==> src/sv/sll_pkg.sv <==
// ----------------------------------------------------------------------------
// Static linked list package
// Shared constants, operation and status codes, sequencer states and the
// write-enable group that the sequencer hands to the node store.
// ----------------------------------------------------------------------------
package sll_pkg;

   localparam int NODE_COUNT_DEF  = 64;
   localparam int VALUE_WIDTH_DEF = 32;

   localparam int FUNC_W   = 3;
   localparam int POS_W    = 6;
   localparam int DATA_W   = 32;
   localparam int STATUS_W = 2;

   typedef enum logic [FUNC_W-1:0] {
      FUNC_APPEND  = 3'd0,
      FUNC_INSERT  = 3'd1,
      FUNC_DELETE  = 3'd2,
      FUNC_SEARCH  = 3'd3,
      FUNC_READ    = 3'd4,
      FUNC_REPLACE = 3'd5,
      FUNC_CLEAR   = 3'd6
   } func_type;

   typedef enum logic [STATUS_W-1:0] {
      STATUS_OK      = 2'd0,
      STATUS_FULL    = 2'd1,
      STATUS_BAD_POS = 2'd2,
      STATUS_EMPTY   = 2'd3
   } status_type;

   typedef enum logic [4:0] {
      ST_IDLE,
      ST_START,
      ST_WALK,
      ST_AP_LINK,
      ST_AP_END,
      ST_AP_TAIL,
      ST_INS_ALLOC,
      ST_INS_FREE,
      ST_INS_NEXT,
      ST_INS_PREV,
      ST_DEL_NEXT,
      ST_DEL_CUR,
      ST_DEL_UNLINK,
      ST_DEL_FREE,
      ST_DEL_PUSH,
      ST_SR_FIRST,
      ST_SR_SCAN,
      ST_RD_VALUE,
      ST_CLR_TAIL,
      ST_CLR_MOVE,
      ST_DONE
   } state_type;

   // Write controls for the node store.
   typedef struct packed {
      logic link_wr;     // write one next pointer
      logic value_wr;    // write one element
      logic clear_list;  // move the whole list head onto the free list head
   } sll_wen_type;

endpackage

==> src/sv/static_linked_list_engine.sv <==
// ----------------------------------------------------------------------------
// Static linked list engine
// Cursor-based linked list with a free list in a fixed node store.
// ----------------------------------------------------------------------------
// One item is worked at a time and req_stall stays high until its result has
// been loaded into the output register; the next item may be taken while that
// result still waits. Insert, delete, read and replace walk the list one node
// per cycle through the node store's single read port, and a walk that runs
// past the end stops there. Search scans the list until the first match or
// its end. After reset a clearing pass builds the free chain, and no item is
// taken until it ends.
// ----------------------------------------------------------------------------
module static_linked_list_engine import sll_pkg::*; #(
   parameter int NODE_COUNT  = NODE_COUNT_DEF,
   parameter int VALUE_WIDTH = VALUE_WIDTH_DEF
) (
   input  logic                clock,
   input  logic                reset,
   input  logic                req_valid,
   output logic                req_stall,
   input  logic [FUNC_W-1:0]   req_func,
   input  logic [POS_W-1:0]    req_position,
   input  logic [DATA_W-1:0]   req_value,
   output logic                rsp_valid,
   input  logic                rsp_stall,
   output logic [STATUS_W-1:0] rsp_status,
   output logic [POS_W-1:0]    rsp_found_position,
   output logic [DATA_W-1:0]   rsp_value_out,
   output logic                rsp_is_empty,
   output logic                rsp_is_full
);

   localparam int IDX_W  = $clog2(NODE_COUNT);
   localparam int NODE_W = $clog2(NODE_COUNT + 1);
   localparam int CNT_W  = (NODE_W > POS_W) ? NODE_W : POS_W;

   state_type              state_ff, state_in;
   logic [IDX_W-1:0]       tail_ff, tail_in;
   logic                   rsp_valid_ff, rsp_valid_in;

   func_type               func_ff;
   logic [POS_W-1:0]       pos_ff;
   logic [VALUE_WIDTH-1:0] val_ff;

   logic [IDX_W-1:0]       cur_ff, cur_in;
   logic [IDX_W-1:0]       prev_ff, prev_in;
   logic [CNT_W-1:0]       cnt_ff, cnt_in;
   status_type             status_ff, status_in;
   logic [POS_W-1:0]       found_ff, found_in;
   logic [VALUE_WIDTH-1:0] vout_ff, vout_in;

   status_type             rsp_status_ff;
   logic [POS_W-1:0]       rsp_found_ff;
   logic [DATA_W-1:0]      rsp_value_ff;
   logic                   rsp_empty_ff;
   logic                   rsp_full_ff;
   logic                   rsp_load;

   logic [VALUE_WIDTH+DATA_W-1:0] val_ext;
   logic [VALUE_WIDTH+DATA_W-1:0] vout_ext;

   logic                   accept;

   sll_wen_type            wen;
   logic [IDX_W-1:0]       rd_addr;
   logic [IDX_W-1:0]       lk_addr;
   logic [IDX_W-1:0]       lk_data;
   logic [IDX_W-1:0]       nxt;
   logic [VALUE_WIDTH-1:0] rd_value;
   logic [IDX_W-1:0]       head;
   logic [IDX_W-1:0]       free;
   logic                   busy;

   sll_node_store #(
      .NODE_COUNT  (NODE_COUNT),
      .VALUE_WIDTH (VALUE_WIDTH)
   ) u_store (
      .clock    (clock),
      .reset    (reset),
      .wen      (wen),
      .rd_addr  (rd_addr),
      .lk_addr  (lk_addr),
      .lk_data  (lk_data),
      .val_addr (cur_in),
      .val_data (val_ff),
      .nxt      (nxt),
      .rd_value (rd_value),
      .head     (head),
      .free     (free),
      .busy     (busy)
   );

   assign req_stall = (state_ff != ST_IDLE) || busy;
   assign accept    = req_valid && !req_stall;

   // Widen then cut, so any element width fits the 32-bit ports.
   assign val_ext  = {{VALUE_WIDTH{1'b0}}, req_value};
   assign vout_ext = {{DATA_W{1'b0}}, vout_ff};

   always_comb begin
      state_in     = state_ff;
      tail_in      = tail_ff;
      cur_in       = cur_ff;
      prev_in      = prev_ff;
      cnt_in       = cnt_ff;
      status_in    = status_ff;
      found_in     = found_ff;
      vout_in      = vout_ff;
      wen          = '0;
      rd_addr      = '0;
      lk_addr      = '0;
      lk_data      = '0;
      rsp_load     = 1'b0;
      rsp_valid_in = rsp_valid_ff && rsp_stall;

      case (state_ff)
         ST_IDLE: begin
            if (accept) begin
               state_in = ST_START;
            end
         end

         ST_START: begin
            status_in = STATUS_OK;
            found_in  = '0;
            vout_in   = '0;
            state_in  = ST_DONE;
            case (func_ff)
               FUNC_APPEND: begin
                  if (free == '0) begin
                     status_in = STATUS_FULL;
                  end else begin
                     rd_addr  = free;
                     cur_in   = free;
                     state_in = ST_AP_LINK;
                  end
               end
               FUNC_INSERT: begin
                  if (pos_ff == '0) begin
                     status_in = STATUS_BAD_POS;
                  end else if (free == '0) begin
                     status_in = STATUS_FULL;
                  end else if (pos_ff == POS_W'(1)) begin
                     prev_in  = '0;
                     state_in = ST_INS_ALLOC;
                  end else begin
                     cnt_in   = CNT_W'(pos_ff) - CNT_W'(1);
                     state_in = ST_WALK;
                  end
               end
               FUNC_DELETE: begin
                  if (pos_ff == '0) begin
                     status_in = STATUS_BAD_POS;
                  end else if (head == '0) begin
                     status_in = STATUS_EMPTY;
                  end else if (pos_ff == POS_W'(1)) begin
                     prev_in  = '0;
                     state_in = ST_DEL_NEXT;
                  end else begin
                     cnt_in   = CNT_W'(pos_ff) - CNT_W'(1);
                     state_in = ST_WALK;
                  end
               end
               FUNC_SEARCH: begin
                  cnt_in   = CNT_W'(1);
                  state_in = ST_SR_FIRST;
               end
               FUNC_READ, FUNC_REPLACE: begin
                  if (pos_ff == '0) begin
                     status_in = STATUS_BAD_POS;
                  end else begin
                     cnt_in   = CNT_W'(pos_ff);
                     state_in = ST_WALK;
                  end
               end
               FUNC_CLEAR: begin
                  if (tail_ff != '0) begin
                     state_in = ST_CLR_TAIL;
                  end
               end
               default: begin
                  state_in = ST_DONE;
               end
            endcase
         end

         // One node per cycle: the pointer just read addresses the next read.
         ST_WALK: begin
            if (nxt == '0) begin
               status_in = STATUS_BAD_POS;
               state_in  = ST_DONE;
            end else begin
               rd_addr = nxt;
               if (cnt_ff == CNT_W'(1)) begin
                  prev_in = nxt;
                  case (func_ff)
                     FUNC_INSERT: state_in = ST_INS_ALLOC;
                     FUNC_DELETE: state_in = ST_DEL_CUR;
                     FUNC_READ:   state_in = ST_RD_VALUE;
                     FUNC_REPLACE: begin
                        cur_in       = nxt;
                        wen.value_wr = 1'b1;
                        state_in     = ST_DONE;
                     end
                     default:     state_in = ST_DONE;
                  endcase
               end else begin
                  cnt_in = cnt_ff - CNT_W'(1);
               end
            end
         end

         ST_AP_LINK: begin
            wen.link_wr  = 1'b1;
            lk_addr      = IDX_W'(1);
            lk_data      = nxt;
            wen.value_wr = 1'b1;
            state_in     = ST_AP_END;
         end

         ST_AP_END: begin
            wen.link_wr = 1'b1;
            lk_addr     = cur_ff;
            lk_data     = '0;
            state_in    = ST_AP_TAIL;
         end

         ST_AP_TAIL: begin
            wen.link_wr = 1'b1;
            lk_addr     = tail_ff;
            lk_data     = cur_ff;
            tail_in     = cur_ff;
            state_in    = ST_DONE;
         end

         ST_INS_ALLOC: begin
            rd_addr  = free;
            cur_in   = free;
            state_in = ST_INS_FREE;
         end

         ST_INS_FREE: begin
            wen.link_wr  = 1'b1;
            lk_addr      = IDX_W'(1);
            lk_data      = nxt;
            wen.value_wr = 1'b1;
            rd_addr      = prev_ff;
            state_in     = ST_INS_NEXT;
         end

         ST_INS_NEXT: begin
            wen.link_wr = 1'b1;
            lk_addr     = cur_ff;
            lk_data     = nxt;
            if (nxt == '0) begin
               tail_in = cur_ff;
            end
            state_in = ST_INS_PREV;
         end

         ST_INS_PREV: begin
            wen.link_wr = 1'b1;
            lk_addr     = prev_ff;
            lk_data     = cur_ff;
            state_in    = ST_DONE;
         end

         ST_DEL_NEXT: begin
            rd_addr  = prev_ff;
            state_in = ST_DEL_CUR;
         end

         ST_DEL_CUR: begin
            if (nxt == '0) begin
               status_in = STATUS_BAD_POS;
               state_in  = ST_DONE;
            end else begin
               cur_in   = nxt;
               rd_addr  = nxt;
               state_in = ST_DEL_UNLINK;
            end
         end

         ST_DEL_UNLINK: begin
            vout_in     = rd_value;
            wen.link_wr = 1'b1;
            lk_addr     = prev_ff;
            lk_data     = nxt;
            if (tail_ff == cur_ff) begin
               tail_in = prev_ff;
            end
            state_in = ST_DEL_FREE;
         end

         ST_DEL_FREE: begin
            wen.link_wr = 1'b1;
            lk_addr     = cur_ff;
            lk_data     = free;
            state_in    = ST_DEL_PUSH;
         end

         ST_DEL_PUSH: begin
            wen.link_wr = 1'b1;
            lk_addr     = IDX_W'(1);
            lk_data     = cur_ff;
            state_in    = ST_DONE;
         end

         ST_SR_FIRST: begin
            if (nxt == '0) begin
               state_in = ST_DONE;
            end else begin
               rd_addr  = nxt;
               state_in = ST_SR_SCAN;
            end
         end

         // Each read returns both the element and the link of one node.
         ST_SR_SCAN: begin
            if (rd_value == val_ff) begin
               found_in = cnt_ff[POS_W-1:0];
               state_in = ST_DONE;
            end else if (nxt == '0) begin
               state_in = ST_DONE;
            end else begin
               rd_addr = nxt;
               cnt_in  = cnt_ff + CNT_W'(1);
            end
         end

         ST_RD_VALUE: begin
            vout_in  = rd_value;
            state_in = ST_DONE;
         end

         ST_CLR_TAIL: begin
            wen.link_wr = 1'b1;
            lk_addr     = tail_ff;
            lk_data     = free;
            state_in    = ST_CLR_MOVE;
         end

         ST_CLR_MOVE: begin
            wen.clear_list = 1'b1;
            tail_in        = '0;
            state_in       = ST_DONE;
         end

         ST_DONE: begin
            if (!rsp_valid_ff || !rsp_stall) begin
               rsp_load     = 1'b1;
               rsp_valid_in = 1'b1;
               state_in     = ST_IDLE;
            end
         end

         default: begin
            state_in = ST_IDLE;
         end
      endcase
   end

   always_ff @(posedge clock) begin
      if (reset) begin
         state_ff     <= ST_IDLE;
         tail_ff      <= '0;
         rsp_valid_ff <= 1'b0;
      end else begin
         state_ff     <= state_in;
         tail_ff      <= tail_in;
         rsp_valid_ff <= rsp_valid_in;
      end
   end

   always_ff @(posedge clock) begin
      if (accept) begin
         func_ff <= func_type'(req_func);
         pos_ff  <= req_position;
         val_ff  <= val_ext[VALUE_WIDTH-1:0];
      end
      cur_ff    <= cur_in;
      prev_ff   <= prev_in;
      cnt_ff    <= cnt_in;
      status_ff <= status_in;
      found_ff  <= found_in;
      vout_ff   <= vout_in;
      if (rsp_load) begin
         rsp_status_ff <= status_ff;
         rsp_found_ff  <= found_ff;
         rsp_value_ff  <= vout_ext[DATA_W-1:0];
         rsp_empty_ff  <= (head == '0);
         rsp_full_ff   <= (free == '0);
      end
   end

   assign rsp_valid          = rsp_valid_ff;
   assign rsp_status         = rsp_status_ff;
   assign rsp_found_position = rsp_found_ff;
   assign rsp_value_out      = rsp_value_ff;
   assign rsp_is_empty       = rsp_empty_ff;
   assign rsp_is_full        = rsp_full_ff;

   a_accept_starts: assert property (@(posedge clock) disable iff (reset)
      accept |=> (state_ff == ST_START))
      else $error("accepted item did not start the sequencer");

   a_tail_matches_head: assert property (@(posedge clock) disable iff (reset)
      (state_ff == ST_IDLE) |-> ((tail_ff == '0) == (head == '0)))
      else $error("tail and list head disagree on emptiness");

   a_result_from_done: assert property (@(posedge clock) disable iff (reset)
      $rose(rsp_valid_ff) |-> $past(state_ff == ST_DONE))
      else $error("result raised outside the done state");

   a_full_status: assert property (@(posedge clock) disable iff (reset)
      (rsp_valid_ff && (rsp_status_ff == STATUS_FULL)) |-> rsp_full_ff)
      else $error("list full reported while free nodes remain");

   a_empty_status: assert property (@(posedge clock) disable iff (reset)
      (rsp_valid_ff && (rsp_status_ff == STATUS_EMPTY)) |-> rsp_empty_ff)
      else $error("list empty reported while elements remain");

   a_walk_count: assert property (@(posedge clock) disable iff (reset)
      (state_ff == ST_WALK) |-> (cnt_ff != '0))
      else $error("list walk running with a zero step count");

endmodule

==> src/sv/sll_node_store.sv <==
// ----------------------------------------------------------------------------
// Static linked list node store
// Next-pointer and element memories with one registered read port. The next
// pointers of the list head (node 0) and free head (node 1) live in registers.
// After reset the store sweeps the free chain into the next-pointer memory.
// ----------------------------------------------------------------------------
module sll_node_store import sll_pkg::*; #(
   parameter int NODE_COUNT  = NODE_COUNT_DEF,
   parameter int VALUE_WIDTH = VALUE_WIDTH_DEF,
   localparam int IDX_W      = $clog2(NODE_COUNT)
) (
   input  logic                   clock,
   input  logic                   reset,
   input  sll_wen_type            wen,
   input  logic [IDX_W-1:0]       rd_addr,
   input  logic [IDX_W-1:0]       lk_addr,
   input  logic [IDX_W-1:0]       lk_data,
   input  logic [IDX_W-1:0]       val_addr,
   input  logic [VALUE_WIDTH-1:0] val_data,
   output logic [IDX_W-1:0]       nxt,
   output logic [VALUE_WIDTH-1:0] rd_value,
   output logic [IDX_W-1:0]       head,
   output logic [IDX_W-1:0]       free,
   output logic                   busy
);

   localparam logic [IDX_W-1:0] LAST_IDX   = IDX_W'(NODE_COUNT - 1);
   localparam logic [IDX_W-1:0] FIRST_FREE = IDX_W'(2);
   localparam logic [IDX_W-1:0] HEAD_IDX   = IDX_W'(0);
   localparam logic [IDX_W-1:0] FREE_IDX   = IDX_W'(1);

   logic [IDX_W-1:0]       next_mem [NODE_COUNT];
   logic [VALUE_WIDTH-1:0] value_mem [NODE_COUNT];

   logic [IDX_W-1:0]       head_ff, head_in;
   logic [IDX_W-1:0]       free_ff, free_in;
   logic                   busy_ff, busy_in;
   logic [IDX_W-1:0]       init_idx_ff, init_idx_in;
   logic [IDX_W-1:0]       rd_idx_ff;
   logic [IDX_W-1:0]       next_q_ff;
   logic [VALUE_WIDTH-1:0] value_q_ff;

   logic                   mem_we;
   logic [IDX_W-1:0]       mem_wa;
   logic [IDX_W-1:0]       mem_wd;

   always_comb begin
      head_in     = head_ff;
      free_in     = free_ff;
      busy_in     = busy_ff;
      init_idx_in = init_idx_ff;
      mem_we      = 1'b0;
      mem_wa      = lk_addr;
      mem_wd      = lk_data;
      if (busy_ff) begin
         // Clearing pass: chain every node from 2 up, the last one ends.
         mem_we = 1'b1;
         mem_wa = init_idx_ff;
         if (init_idx_ff == LAST_IDX) begin
            mem_wd  = '0;
            busy_in = 1'b0;
         end else begin
            mem_wd      = init_idx_ff + IDX_W'(1);
            init_idx_in = init_idx_ff + IDX_W'(1);
         end
      end else if (wen.link_wr) begin
         if (lk_addr == HEAD_IDX) begin
            head_in = lk_data;
         end else if (lk_addr == FREE_IDX) begin
            free_in = lk_data;
         end else begin
            mem_we = 1'b1;
         end
      end
      if (wen.clear_list) begin
         free_in = head_ff;
         head_in = '0;
      end
   end

   always_ff @(posedge clock) begin
      if (reset) begin
         head_ff     <= '0;
         free_ff     <= FIRST_FREE;
         busy_ff     <= 1'b1;
         init_idx_ff <= FIRST_FREE;
      end else begin
         head_ff     <= head_in;
         free_ff     <= free_in;
         busy_ff     <= busy_in;
         init_idx_ff <= init_idx_in;
      end
   end

   always_ff @(posedge clock) begin
      if (mem_we) begin
         next_mem[mem_wa] <= mem_wd;
      end
      if (wen.value_wr) begin
         value_mem[val_addr] <= val_data;
      end
      next_q_ff  <= next_mem[rd_addr];
      value_q_ff <= value_mem[rd_addr];
      rd_idx_ff  <= rd_addr;
   end

   // The two head nodes answer from their registers.
   assign nxt = (rd_idx_ff == HEAD_IDX) ? head_ff :
                (rd_idx_ff == FREE_IDX) ? free_ff : next_q_ff;

   assign rd_value = value_q_ff;
   assign head     = head_ff;
   assign free     = free_ff;
   assign busy     = busy_ff;

endmodule

==> config.mk <==
export PLATFORM = sky130hd
export DESIGN_NAME = static_linked_list_engine
export DESIGN_NICKNAME = d
export VERILOG_FILES = /design/src/sv/sll_pkg.sv /design/src/sv/static_linked_list_engine.sv /design/src/sv/sll_node_store.sv
export SDC_FILE = /design/constraint.sdc
export NUM_CORES = 2
export LEC_CHECK = 0
export BUFFER_PORTS_ARGS = -buffer_cell sky130_fd_sc_hd__buf_2
export CORE_UTILIZATION = 50
export DETAILED_ROUTE_END_ITERATION = 10
export PLACE_DENSITY = 0.65
export SLEW_MARGIN = 20
export SYNTH_ARGS = -nofsm -noshare
export SYNTH_HDL_FRONTEND = slang
export SYNTH_HIERARCHICAL = 1
export SYNTH_SLANG_ARGS = --single-unit
==> constraint.sdc <==
create_clock -name clock -period 9.6 [get_ports clock]
set_input_delay 0.48 -clock clock [delete_from_list [all_inputs] [get_ports clock]]
set_output_delay 0.48 -clock clock [all_outputs]
set_load 0.01 [all_outputs]
## Yosys cells after proc, flatten, opt, wreduce, memory -nomap -nowiden

Memories as Yosys holds them, arrays and structs flattened. A register that Yosys moved wholly into a read port is not among the register bits.
Cells that the tools add are included.
W data, S select, Z words.

- Magnitude comparators: 0
- Shift operators: 0
- Add/sub/neg operators: 4
- Divide/modulo/power cells: 0
- Equal/unequal tests: 55
- Reduce and logical (&&, ||, !) cells: 50
- Bitwise logic cells: 2
- Mux-type cells: 99
- $mul: 0

Operators by type and width:

| kind | count |
|---|---|
| $mux W6 | 30 |
| $pmux W5 S17 | 1 |
| $pmux W6 S4 | 3 |
| $mux W7 | 10 |
| $mux W5 | 13 |
| $pmux W32 S2 | 1 |
| $eq A5 B4 Y1 const B | 8 |
| $logic_not A6 Y1 | 6 |
| $pmux W6 S2 | 3 |
| $eq A32 B32 Y1 | 1 |
| $pmux W5 S6 | 1 |
| $pmux W6 S5 | 1 |
| $pmux W7 S4 | 1 |
| $eq A5 B5 Y1 const B | 5 |
| $ne A3 B3 Y1 const B | 7 |
| $pmux W7 S3 | 1 |
| $eq A5 B3 Y1 const B | 4 |
| $mux W1 | 20 |
| $ne A2 B2 Y1 const B | 10 |
| $eq A6 B1 Y1 const B | 3 |
| $pmux W6 S3 | 1 |
| $reduce_or A2 Y1 | 9 |
| $pmux W5 S3 | 1 |
| $reduce_bool A2 Y1 | 6 |
| 40 further kinds | 64 |

- Register bits: 179
- Latch bits: 0
- Output and inout port bits: 44
- Memory bits (writable): 2,432
- Memories kept: 2
- Bits of input ports: 45
- ROM bits: 0

Memory list:

| memory | depth | width | rd ports | clocked after memory_dff | write ports | RTL line | text |
|---|---|---|---|---|---|---|---|
| u_store.value_mem | 64 | 32 | 1 | 1 | 1 | sll_node_store.sv:33 | `logic [VALUE_WIDTH-1:0] value_mem [NODE_COUNT];` |
| u_store.next_mem | 64 | 6 | 1 | 1 | 1 | sll_node_store.sv:32 | `logic [IDX_W-1:0] next_mem [NODE_COUNT];` |

## Logic depth before layout (Yosys ltp)

- Word-level depth: 10
- Depth in mapped cells: 18
- Mapped depth without buffers: 13

## Hierarchy

The synthesis kept the hierarchy.

Modules (own cells, without submodules):

| module | instances | area an instance (um^2) | seq. area each (um^2) | cells an instance |
|---|---|---|---|---|
| sll_node_store | 1 | 95,108.7 | 74,291.3 | 4,446 |
| static_linked_list_engine | 1 | 7,526.0 | 4,444.3 | 633 |

## Least setup slack after synthesis

No wires, ideal clock.

- Path type: reg-to-reg
- From: register u_store.rd_idx_ff[4]
- To: memory u_store/value_mem[32][0] (netlist bit), enable pin
- Slack: 3.437 ns
- Arrival: 5.702 ns
- Clock period less this slack: 6.163 ns
- Library setup time: 0.461 ns
- Stages on the path, launching flop included: 16
- Cells stage by stage: dfxtp_1 > or4_1 > nor2_1 > clkbuf_1 > nor2_1 > a21oi_1 > nor4_2 > and2_1 > o31a_1 > a2111oi_4 > nor2b_1 > a221o_1 > clkbuf_1 > nor4bb_1 > nand2b_1 > nor3_1

- Elaborated cells on any way between the ends: 14
- Classes of those cells: eq/ne (1); mux (11); reduce/logical (2)

RTL lines:

| element | RTL line | text |
|---|---|---|
| start: declaration | sll_node_store.sv:39 | `logic [IDX_W-1:0] rd_idx_ff;` |
| start signal: assignment | sll_node_store.sv:104 | `rd_idx_ff <= rd_addr;` |
| $eq A6 B1 Y1 | sll_node_store.sv:109 | `(rd_idx_ff == FREE_IDX) ? free_ff : next_q_ff;` |
| $mux W6 | sll_node_store.sv:109 |  |
| $mux W6 * | sll_node_store.sv:108 | `assign nxt = (rd_idx_ff == HEAD_IDX) ? head_ff :` |
| named net nxt[1] | static_linked_list_engine.sv:68 | `logic [IDX_W-1:0] nxt;` |
| $logic_not A6 Y1 * | static_linked_list_engine.sv:189, static_linked_list_engine.sv:274 |  |
| $mux W6, on equally long branches | static_linked_list_engine.sv:274, static_linked_list_engine.sv:189 |  |
| $pmux W6 S4 * | static_linked_list_engine.sv:116 | `case (state_ff)` |
| named net cur_in[4] | static_linked_list_engine.sv:45 | `logic [IDX_W-1:0] cur_ff, cur_in;` |
| end: declaration | sll_node_store.sv:33 |  |

The timed path passes the listed nets; every way through them passes the cells marked *.

## Worst setup path in the final report

- From: register val_ff[28]
- To: register u_store.value_q_ff[15] (netlist: u_store/rd_value[15]), read port of u_store.value_mem

- Word-level cells in the longest chain between the ends: 3

Ends and longest elaborated chain:

| element | RTL line | text |
|---|---|---|
| start: declaration | static_linked_list_engine.sv:43 | `logic [VALUE_WIDTH-1:0] val_ff;` |
| start signal: assignment | static_linked_list_engine.sv:379 | `val_ff <= val_ext[VALUE_WIDTH-1:0];` |
| $eq A32 B32 Y1 | static_linked_list_engine.sv:320 | `if (rd_value == val_ff) begin` |
| $mux W6 | static_linked_list_engine.sv:320 |  |
| $pmux W6 S5 | static_linked_list_engine.sv:116 |  |
| named net rd_addr[2] | static_linked_list_engine.sv:65 | `logic [IDX_W-1:0] rd_addr;` |
| end: declaration | sll_node_store.sv:41 | `logic [VALUE_WIDTH-1:0] value_q_ff;` |

The timed path passes the listed nets, and every way through them passes these cells.
A chain may end at the register's enable or synchronous reset.

==> reports/qor.yml <==
status: "completed"
yosys_warnings: 6
layout-drive-gt1-share_pct: 23.4
core_um2: 203000
fin_setup_tns_ns: 0
synth-simple-area-share_pct: 3.33
critPathMaxFanout: 108
grt_max_degree: 111
drv_slew: 0
dp.cells: 7742
final-setup-viol-count: 0
hp-class: "input pin to flop"
place_ws_ns: 3.13
slew_headroom_pct: 17.4
finish.utilization_pct: 57.2
dp_hpwl_um: 165000
hold_violations: 0
die_x_um: 455
rsz0062_at_grt: "no"
drcViolationCount: 0
synth_nets: 5131
crit_slowest_cell: "nor4_2"
startpoint_type: "flop"
track_usage_pct: 28.7
dieArea_um2: 207000
place.port_buffers: 88
path_cells: "buf_4 > xor2_1 > nor4_2 > nand4_1 > nor2_1 > o22a_1 > o21ai_4 > buf_4 > buf_12 > and2_1 > nand2_2 > buf_4 > o22ai_1 > nor4_2 > a2bb2oi_1"
row_count: 165
synthXorXnorAreaFrac_pct: 0.435
start_util_pct: 50.5
synth-edff-count: 2568
ys_seq_area_share_pct: 76.7
synth_adder_area_share_pct: 0.0853
synthFlopType: "edfxtp_1"
crit_top_cell: "buf_4"
synth.largest_area_cell: "edfxtp_1"
clock.fmax_ghz: 0.152
cp_data_required_time_ns: 10.42
viasPerCell: 6.67
fillers: 14800
gp_congestion: 0.887
ys_ff_latch: 2649
crit_path_end_kind: "flop"
synth_cell_types: 87
cts_root_buf: "clkbuf_16"
synthMuxAreaShare_pct: 13.8
wire_per_inst_um: 35.9
synth_most_common_cell: "edfxtp_1"
cts.sinks: 2649
min_period_ns: 6.59
worst_pin_slew_ns: 1.23
grt_pass1_vias: 53200
period_share_pct: 68.6
post_cts_resized: 0
finalWorstSetupSlack_ns: 3.01
layout.cells.non_filler: 8283
async_reset_ff_share_pct: 0
slowest_delay_ns: 0.89
htreeDepth: 5
syn-cell-area_um2: 103000
cts_tree: "yes"
avgSynthCellArea_um2: 20.2
ir_drop_uv: 190
cts_buffer_depth: 4
path_class: "flop to flop"
vias: 55200
leakagePower_nw: 35.4
clock_latency_ns: 0.93
synth_compound_area_share_pct: 3.97
dieHeight_um: 455
synth_top_family_by_area: "multiplexers"
drtPass1Iterations: 9
fin_skew_ns: 0.0632
synthTopCellsByCount: "edfxtp_1, mux4_2, mux2i_1, nor2_1, nand2_1"
area_growth_pct: 13.2
antenna_found_initial: 18
ios: 89
clkSlewWorstSetupHoldPaths_ns: 0.06
post-synth-top-area-fraction_pct: 75.1
routed_wl_um: 298000
gr-total-overflow: 0
drtAntennaViolNets: 0
cts_buffers: 288
postSynthCellCount: 5079
ys_top_cells_by_area: "edfxtp_1, mux4_2, mux2i_1"
drt_iter0_drc: 8441
powerDensity_nw_per_um2: 209
maxCapViolCount: 0
layout.nets: 5456
grt_pass1_wl_um: 411000
arrival_ns: 7.40
==> report_power, final <==
| part | switching, mW | total (mW) | internal [mW] | leakage [nW] |
|---|---|---|---|---|
| logic | 0.746 | 1.16 | 0.413 | 7.40 |
| clock network | 4.32 | 10.3 | 6.01 | 4.24 |
| registers | 0.114 | 12.8 | 12.7 | 23.8 |
==> repair_timing <==
item,in CTS,in global routing
buffers inserted,0,0
hold endpoints to repair,44,0
hold buffers,43,0
==> routing by layer <==
metal / share of wire [%] / track usage, % / up-vias
li1: - / - / 21700
met1: 37 / 39.4 / 29100
met2: 46 / 43.9 / 3730
met3: 12 / 7.10 / 710
met4: 4.8 / 12.2 / 8
met5: 0.017 / 0 / -
==> worst max-delay path: cells and delay by family, from the launching register on <==
kind | cells | cell delay [ns]
simple gates | 6 | 2.97
buf+inv | 4 | 1.66
compound gates | 4 | 1.17
flops | 1 | 0.34
xor+xnor | 1 | 0.18
==> worst paths after layout <==
path / from / end / slack [ns] / cells past startpoint
worst max-delay path: val_ff[28] / u_store/rd_value[15] / 3.01 / 15
worst min register to register: vout_ff[29] / rsp_value_out[29] / 0.41 / 0
worst max register to register: val_ff[28] / u_store/rd_value[15] / 3.01 / 15
worst min-delay path: req_position[2] / pos_ff[2] / 0.30 / 2
==> per-stage QoR <==
stage | total power [mW] | hold WS (ns) | cell area [um^2]
after global routing | 24.8 | 0.285 | 116000
after global placement | 14.1 | 0.406 | 107000
after CTS | 24.4 | 0.246 | 116000
after detailed placement | 14.1 | 0.405 | 107000
after floorplan | 13.7 | 0.400 | 103000
final | 24.3 | 0.300 | 116000
==> cell families (layout without fill, tap and decap cells) <==
logic type	Yosys count	after routing
AOI/OAI and AO/OA	569	569
xor gates and xnor gates	51	51
adders and majority gates	7	7
buffers and inverters	317	844
DFF	2649	2649
muxes	772	772
other	0	5
and+or+nand+nor	714	714
==> registers in the layout, indices dropped and copies added, names as in the netlist, 7 cells and up <==
register and cells:
u_store/rd_value 32, cnt_ff 7, u_store/value_mem 2048, vout_ff 32, u_store/next_mem 384, val_ff 32, rsp_value_out 32
==> layout by cell type, fill, tap and decap left out, types with 38 or more instances in the layout <==
cell / netlist / final
o21ai_0: 52 / 46
nand2_1: 211 / 208
mux4_2: 513 / 513
clkinv_1: 1 / 46
dfxtp_1: 81 / 81
buf_4: 70 / 175
o22ai_1: 144 / 144
dlygate4sd3_1: 0 / 43
nor2_1: 230 / 167
a22oi_1: 66 / 66
and2_1: 38 / 38
a21oi_1: 61 / 58
nor2_4: 2 / 64
mux2i_1: 235 / 235
clkbuf_16: 0 / 294
clkinv_2: 0 / 41
a221oi_1: 46 / 46
clkbuf_1: 79 / 74
buf_2: 95 / 89
edfxtp_1: 2568 / 2568
==> area by class of cell <==
| cell class | instances | area, um^2 | share of cell area (%) |
|---|---|---|---|
| clock buffers | 379 | 7790 | 6.70 |
| clock inverters | 113 | 881 | 0.758 |
| inverters | 38 | 144 | 0.124 |
| well taps | 2672 | 3340 | 2.88 |
| repair buffers | 314 | 2340 | 2.01 |
| flip-flops and latches | 2649 | 78700 | 67.8 |
| multi-input cells | 2113 | 22900 | 19.7 |
| diodes | 5 | 12.5 | 0.0108 |
(Power assumes the default switching activity.)
